### src/rtl/u16to8_pkg.sv
// Shared widths and byte-pattern constants for the UTF-16 to UTF-8 encoder.
// No dependencies; used by the core and by its port checker.
`timescale 1ns / 1ps

package u16to8_pkg;

    localparam int CU_W      = 16;  // width of one UTF-16 code unit
    localparam int BYTE_W    = 8;   // width of one UTF-8 byte
    localparam int MAX_BYTES = 4;   // longest encoding of one code point
    localparam int CNT_W     = $clog2(MAX_BYTES + 1);
    localparam int OFS_W     = 10;  // payload bits of one surrogate
    localparam int CP_W      = 21;  // width of a Unicode code point

    // Top six bits of a code unit that mark a surrogate.
    localparam logic [5:0] HIGH_SUR_TAG = 6'b110110;
    localparam logic [5:0] LOW_SUR_TAG  = 6'b110111;

    // Start of the supplementary planes.
    localparam logic [CP_W-1:0] SUPP_BASE = 21'h10000;

    // Lead and continuation byte markers.
    localparam logic [BYTE_W-1:0] LEAD2 = 8'b1100_0000;
    localparam logic [BYTE_W-1:0] LEAD3 = 8'b1110_0000;
    localparam logic [BYTE_W-1:0] LEAD4 = 8'b1111_0000;
    localparam logic [BYTE_W-1:0] CONT  = 8'b1000_0000;

    localparam logic [1:0] CONT_TAG = 2'b10;

endpackage

### src/rtl/utf16_to_utf8_encoder_core.sv
// Streaming UTF-16 to UTF-8 encoder core: one code unit in, up to four bytes out.
// Depends on u16to8_pkg for widths and byte constants.
`timescale 1ns / 1ps
// Flow: an accepted unit waits in the input register until the byte buffer is
// free, is then decoded into the buffer, and its first byte is on the port
// from buffer byte 0. An empty input register takes the next unit while the buffer still sends bytes.
// Output rate: one byte per cycle while i_m_axis_tready is high, from the byte
// buffer shifting down on each accepted word. A BMP unit gives 1 to 3 bytes,
// a surrogate pair 4 in total, and a held high surrogate or a dropped unit none.
// Reset (i_rst_n low, synchronous) empties both stages and drops any held
// high surrogate.

module utf16_to_utf8_encoder_core (
    input  logic                           i_clk,
    input  logic                           i_rst_n,
    // Input stream of code units.
    input  logic                           i_s_axis_tvalid,
    output logic                           o_s_axis_tready,
    input  logic [u16to8_pkg::CU_W-1:0]    i_s_axis_tdata,  // [15:0] code_unit
    input  logic                           i_s_axis_tlast,  // last_unit
    // Output stream of UTF-8 bytes.
    output logic                           o_m_axis_tvalid,
    input  logic                           i_m_axis_tready,
    output logic [u16to8_pkg::BYTE_W-1:0]  o_m_axis_tdata,  // [7:0] utf8_byte
    output logic                           o_m_axis_tlast   // last_byte
);

    localparam int BW = u16to8_pkg::BYTE_W;
    localparam int NB = u16to8_pkg::MAX_BYTES;
    localparam int CW = u16to8_pkg::CNT_W;

    // ------------------------------------------------------------------
    // Input register. It is free when empty, or when its word moves into
    // the byte buffer in this cycle.
    // ------------------------------------------------------------------
    logic                        r_in_valid;
    logic [u16to8_pkg::CU_W-1:0] r_cu;
    logic                        r_last;

    // Held high surrogate.
    logic                          r_pend_valid;
    logic [u16to8_pkg::OFS_W-1:0]  r_pend_high;
    logic                          n_pend_valid;
    logic [u16to8_pkg::OFS_W-1:0]  n_pend_high;

    // Byte buffer: byte 0 is the one on the output port; it shifts down
    // by one on each accepted output word that does not coincide with a load.
    logic [BW-1:0] r_buf [NB];
    logic [CW-1:0] r_left;

    logic out_fire;
    logic buf_free;
    logic in_fire;
    logic load;

    assign out_fire = o_m_axis_tvalid && i_m_axis_tready;
    // The buffer is free when empty or when its final byte leaves now.
    assign buf_free = (r_left == '0) || (out_fire && (r_left == CW'(1)));
    assign load     = r_in_valid && buf_free;

    assign o_s_axis_tready = !r_in_valid || buf_free;
    assign in_fire         = i_s_axis_tvalid && o_s_axis_tready;

    assign o_m_axis_tvalid = (r_left != '0);
    assign o_m_axis_tdata  = r_buf[0];
    assign o_m_axis_tlast  = (r_left == CW'(1));

    // ------------------------------------------------------------------
    // Decode of the registered unit into its bytes.
    // ------------------------------------------------------------------
    logic                         is_high;
    logic                         is_low;
    logic [u16to8_pkg::CP_W-1:0]  cp;
    logic [BW-1:0]                dec_byte [NB];
    logic [CW-1:0]                dec_cnt;

    assign is_high = (r_cu[15:10] == u16to8_pkg::HIGH_SUR_TAG);
    assign is_low  = (r_cu[15:10] == u16to8_pkg::LOW_SUR_TAG);
    // Surrogate offsets are combined and rebased onto the supplementary planes.
    assign cp = {1'b0, r_pend_high, r_cu[9:0]} + u16to8_pkg::SUPP_BASE;

    always_comb begin
        dec_cnt      = '0;
        n_pend_valid = r_pend_valid;
        n_pend_high  = r_pend_high;
        for (int k = 0; k < NB; k++) begin
            dec_byte[k] = '0;
        end
        if (r_pend_valid) begin
            // A held high surrogate is always consumed by the next unit; only
            // a low surrogate completes it, anything else drops both.
            n_pend_valid = 1'b0;
            n_pend_high  = '0;
            if (is_low) begin
                dec_cnt     = CW'(4);
                dec_byte[0] = u16to8_pkg::LEAD4 | BW'(cp[20:18]);
                dec_byte[1] = u16to8_pkg::CONT | BW'(cp[17:12]);
                dec_byte[2] = u16to8_pkg::CONT | BW'(cp[11:6]);
                dec_byte[3] = u16to8_pkg::CONT | BW'(cp[5:0]);
            end
        end else if (is_high) begin
            // Held for the next unit unless the string ends here.
            n_pend_valid = !r_last;
            n_pend_high  = r_last ? '0 : r_cu[9:0];
        end else if (is_low) begin
            // A lone low surrogate is dropped.
            dec_cnt = '0;
        end else if (r_cu[15:7] == '0) begin
            dec_cnt     = CW'(1);
            dec_byte[0] = r_cu[7:0];
        end else if (r_cu[15:11] == '0) begin
            dec_cnt     = CW'(2);
            dec_byte[0] = u16to8_pkg::LEAD2 | BW'(r_cu[10:6]);
            dec_byte[1] = u16to8_pkg::CONT | BW'(r_cu[5:0]);
        end else begin
            dec_cnt     = CW'(3);
            dec_byte[0] = u16to8_pkg::LEAD3 | BW'(r_cu[15:12]);
            dec_byte[1] = u16to8_pkg::CONT | BW'(r_cu[11:6]);
            dec_byte[2] = u16to8_pkg::CONT | BW'(r_cu[5:0]);
        end
    end

    // ------------------------------------------------------------------
    // Registers.
    // ------------------------------------------------------------------
    always_ff @(posedge i_clk) begin
        if (!i_rst_n) begin
            r_in_valid   <= 1'b0;
            r_pend_valid <= 1'b0;
            r_pend_high  <= '0;
            r_left       <= '0;
        end else begin
            if (in_fire) begin
                r_in_valid <= 1'b1;
            end else if (load) begin
                r_in_valid <= 1'b0;
            end
            if (load) begin
                r_pend_valid <= n_pend_valid;
                r_pend_high  <= n_pend_high;
                r_left       <= dec_cnt;
            end else if (out_fire) begin
                r_left <= r_left - CW'(1);
            end
        end
    end

    // Payload registers carry no reset.
    always_ff @(posedge i_clk) begin
        if (in_fire) begin
            r_cu   <= i_s_axis_tdata;
            r_last <= i_s_axis_tlast;
        end
        if (load) begin
            for (int k = 0; k < NB; k++) begin
                r_buf[k] <= dec_byte[k];
            end
        end else if (out_fire) begin
            for (int k = 0; k < NB - 1; k++) begin
                r_buf[k] <= r_buf[k+1];
            end
            r_buf[NB-1] <= '0;
        end
    end

endmodule

### config.mk
export PLATFORM = sky130hd
export DESIGN_NAME = utf16_to_utf8_encoder_core
export DESIGN_NICKNAME = d
export VERILOG_FILES = /design/src/rtl/u16to8_pkg.sv /design/src/rtl/utf16_to_utf8_encoder_core.sv
export SDC_FILE = /design/constraint.sdc
export NUM_CORES = 1
export LEC_CHECK = 0
export BUFFER_PORTS_ARGS = -buffer_cell sky130_fd_sc_hd__buf_4
export CELL_PAD_IN_SITES_DETAIL_PLACEMENT = 1
export CELL_PAD_IN_SITES_GLOBAL_PLACEMENT = 1
export CORE_ASPECT_RATIO = 0.6
export CORE_MARGIN = 2
export CORE_UTILIZATION = 47
export CTS_CLUSTER_DIAMETER = 120
export CTS_CLUSTER_SIZE = 12
export DETAILED_ROUTE_END_ITERATION = 10
export PLACE_DENSITY_LB_ADDON = 0.1
export SYNTH_ARGS = -nofsm -noshare
export SYNTH_HDL_FRONTEND = slang
export SYNTH_SLANG_ARGS = --single-unit
export TNS_END_PERCENT = 10
### constraint.sdc
create_clock -name i_clk -period 2.45 [get_ports i_clk]
set_input_delay 0.49 -clock i_clk [delete_from_list [all_inputs] [get_ports i_clk]]
set_output_delay 0.49 -clock i_clk [all_outputs]
set_load 0.02 [all_outputs]
==> metrics.txt <==
status=finished clean; CP peak stage delay=620 ps; Worst Hold Class=in2reg; fraction of layout cells with a size suffix above 1=0.2491; worst path cell trace=or4_4 > a21oi_4 > nor3_2 > a221o_1; Resize count post-CTS=0; Reg2Reg Depth=4; Die W=103.9 µm; EDFF count, synth=46; Critical Path AT=2180 ps; grt total ovfl=0; Port Buffer Count=31; Post-Syn Instances=227; Max Buffers Root-to-Sink=2; hpwl dp=5319 µm; final setup fails=0; slowest CP cell=or4_4; vias=2,176; initial core utilization=0.4958; core area=5675 µm²; multi-input logic area=1052 µm²; final wirelength=7312 µm; period utilisation layout=0.8565; Setup crit end kind=flip-flop; register area share after synthesis=0.5976; # DRC=0; Nets=293; Max FO, Critical Path=6; pin count of the biggest net entering global routing=33; Cell variety after synth=48; WL per Instance=20.71 µm; crit path buf inv count=0; synthesis-to-finish area growth=19.96%; crit path launch type=flip-flop; MaxCap Viol Count=0; Tmin final=2099 ps; Crit path depth=4; Post-Syn Nets=252; synthesized flop and latch total=61; YS warnings=0; slew of the pin with the lowest slew margin=468.4 ps; Placement Rows=21; P per Cell Area=910.0 nW/µm²; Initial DRT Pass Iterations=4; CTS tree=done; Top delay family on crit path=simple AND/OR/NAND/NOR gates; RePlAce Congestion=0.9164; Die ar.=6642 µm²; starting DRC count in detailed routing=186; final hold viol count=0; die height=63.94 µm; Setup Buffers After CTS=0; CTS sink count=61; initial antenna violation count=0; RSZ-0062 raised after global routing=false; first-pass GRT wire length=11,510 µm; FMAX=476.5 MHz; Ant. Diodes=0; vias per cell=6.164; total negative slack=0 ps; worst-skew pair later-pin latency=340 ps; Syn Std Cell Area=2814 µm²; WP data required=2540 ps; final std cells w/o fill=353; # H-tree levels=3; register area=1682 µm²; CTS Hold Bufs=0; clk slew on worst S/H paths=70 ps; Async SR Flop Fraction=0; Worst slew margin=0.6853; antenna-violating nets left=0; Fillers=584; Leak=1.277 nW; vias in the first global route=2,072; clock root cell=clkbuf_8; hold path depth=1; worst vdd ir=0.4643 mV; Avg Cell Area, Syn=12.40 µm²; TritonCTS buffer count=9; ys flop type=edfxtp_1; Final Max Slew Viols=0; CP Class=reg2reg; number of instances in the placed design=337; Worst Clk Skew=3.694 ps; Layout Utilization=0.5948; number of top-level pins=32; total track usage=0.2342
==> layer usage <==
metal / vias up / global-route usage / routed length, µm
met3: 6 / 0.06939 / 478
met2: 91 / 0.3232 / 2976
met1: 1082 / 0.3572 / 3792
li1: 997 / - / -
met4: 0 / 0.05743 / 64
met5: - / 0 / 0
==> sequential cells by signal, summed over array words and instances, names as in the netlist <==
| name | flops |
|---|---|
| r_pend_valid | 1 |
| r_in_valid | 1 |
| r_buf | 29 |
| r_pend_high | 10 |
| r_left | 3 |
| r_cu | 16 |
| r_last | 1 |
==> cell usage in the layout (no fill, tap or decap), drive strengths merged, types with 2 or more instances in the layout <==
master and n:
nand2 12, nor4 3, nor3b 4, a211oi 3, a311oi 2, a31oi 3, a21boi 2, nand3 9
clkinvlp 2, and3 12, or3 2, a22o 11, o221ai 2, or3b 2, o22a 4, clkinv 3
xnor2 2, edfxtp 46, or4 2, nor2b 2, o21ai 5, o211ai 3, nor2 9, a221o 14
clkbuf 10, ha 4, and4 2, inv 8, buf 41, dfxtp 15, a21o 3, a21oi 10
o21a 2, nor3 10
==> cell families (layout without fill, tap and decap cells) <==
logic type	count (synthesis)	count (layout)	share of synthesized area
xor gates and xnor gates	2	2	0.006226
adders and majority gates	4	4	0.01779
DFF	61	61	0.5976
buffers and inverters	19	65	0.03068
muxes	1	1	0.004001
and+or+nand+nor	72	72	0.1503
AOI/OAI and AO/OA	68	68	0.1934
==> synth_stat cells (2+ instances only) <==
master	count	share of area
o21ai_0	4	0.0071
nor2_1	9	0.012
nor3b_1	4	0.011
a21o_1	3	0.0080
a22o_1	11	0.034
buf_2	6	0.011
a311oi_1	2	0.0062
nand3_1	9	0.016
nor3_2	3	0.011
xnor2_1	2	0.0062
o211ai_1	3	0.0080
and3_1	12	0.027
or3_1	2	0.0044
dfxtp_1	15	0.11
and4_1	2	0.0062
nor3_1	7	0.012
edfxtp_1	46	0.49
inv_1	7	0.0093
a211oi_1	3	0.0080
a21oi_1	9	0.016
ha_1	4	0.018
nand2_1	12	0.016
nor2b_1	2	0.0044
a31oi_1	3	0.0067
nor4_2	2	0.0089
clkbuf_1	4	0.0053
o221ai_1	2	0.0062
a221o_1	14	0.050
a21boi_0	2	0.0053
o21a_1	2	0.0053
o22a_1	4	0.012
==> through the flow <==
stage,instance area (µm²),worst slack (ps),hold slack [ps],total power [mW]
CTS,3376,372.9,310.8,3.087
detailed placement,3184,382.4,481.0,2.224
global route,3376,272.4,300.1,3.211
floorplan,2814,19.81,440.5,1.914
finish,3376,351.5,322.8,3.072
global placement,3184,387.1,454.9,2.204
==> report_power, final <==
part	leakage (nW)	internal, mW	switching (mW)
clock network	0.0923	0.467	0.396
registers	0.565	1.36	0.119
logic	0.620	0.304	0.427
==> final cells by class <==
cell class,instances,area share
Clock buffer,10,0.03781
Multi-Input combinational cell,147,0.3117
Timing Repair Buffer,41,0.09488
Inverter,8,0.008895
Clock inverter,6,0.01890
Sequential cell,61,0.4981
Tap cell,80,0.02965
==> path summary, 6_finish.rpt <==
path,slack (ps),start,to
min reg2reg,490,r_pend_high[0],r_pend_high[0]
max reg2reg,350,r_cu[15],r_buf[2][2]
max,350,r_cu[15],r_buf[2][2]
min,320,i_s_axis_tdata[6],r_cu[6]
Power figures use the tool's default switching activity.
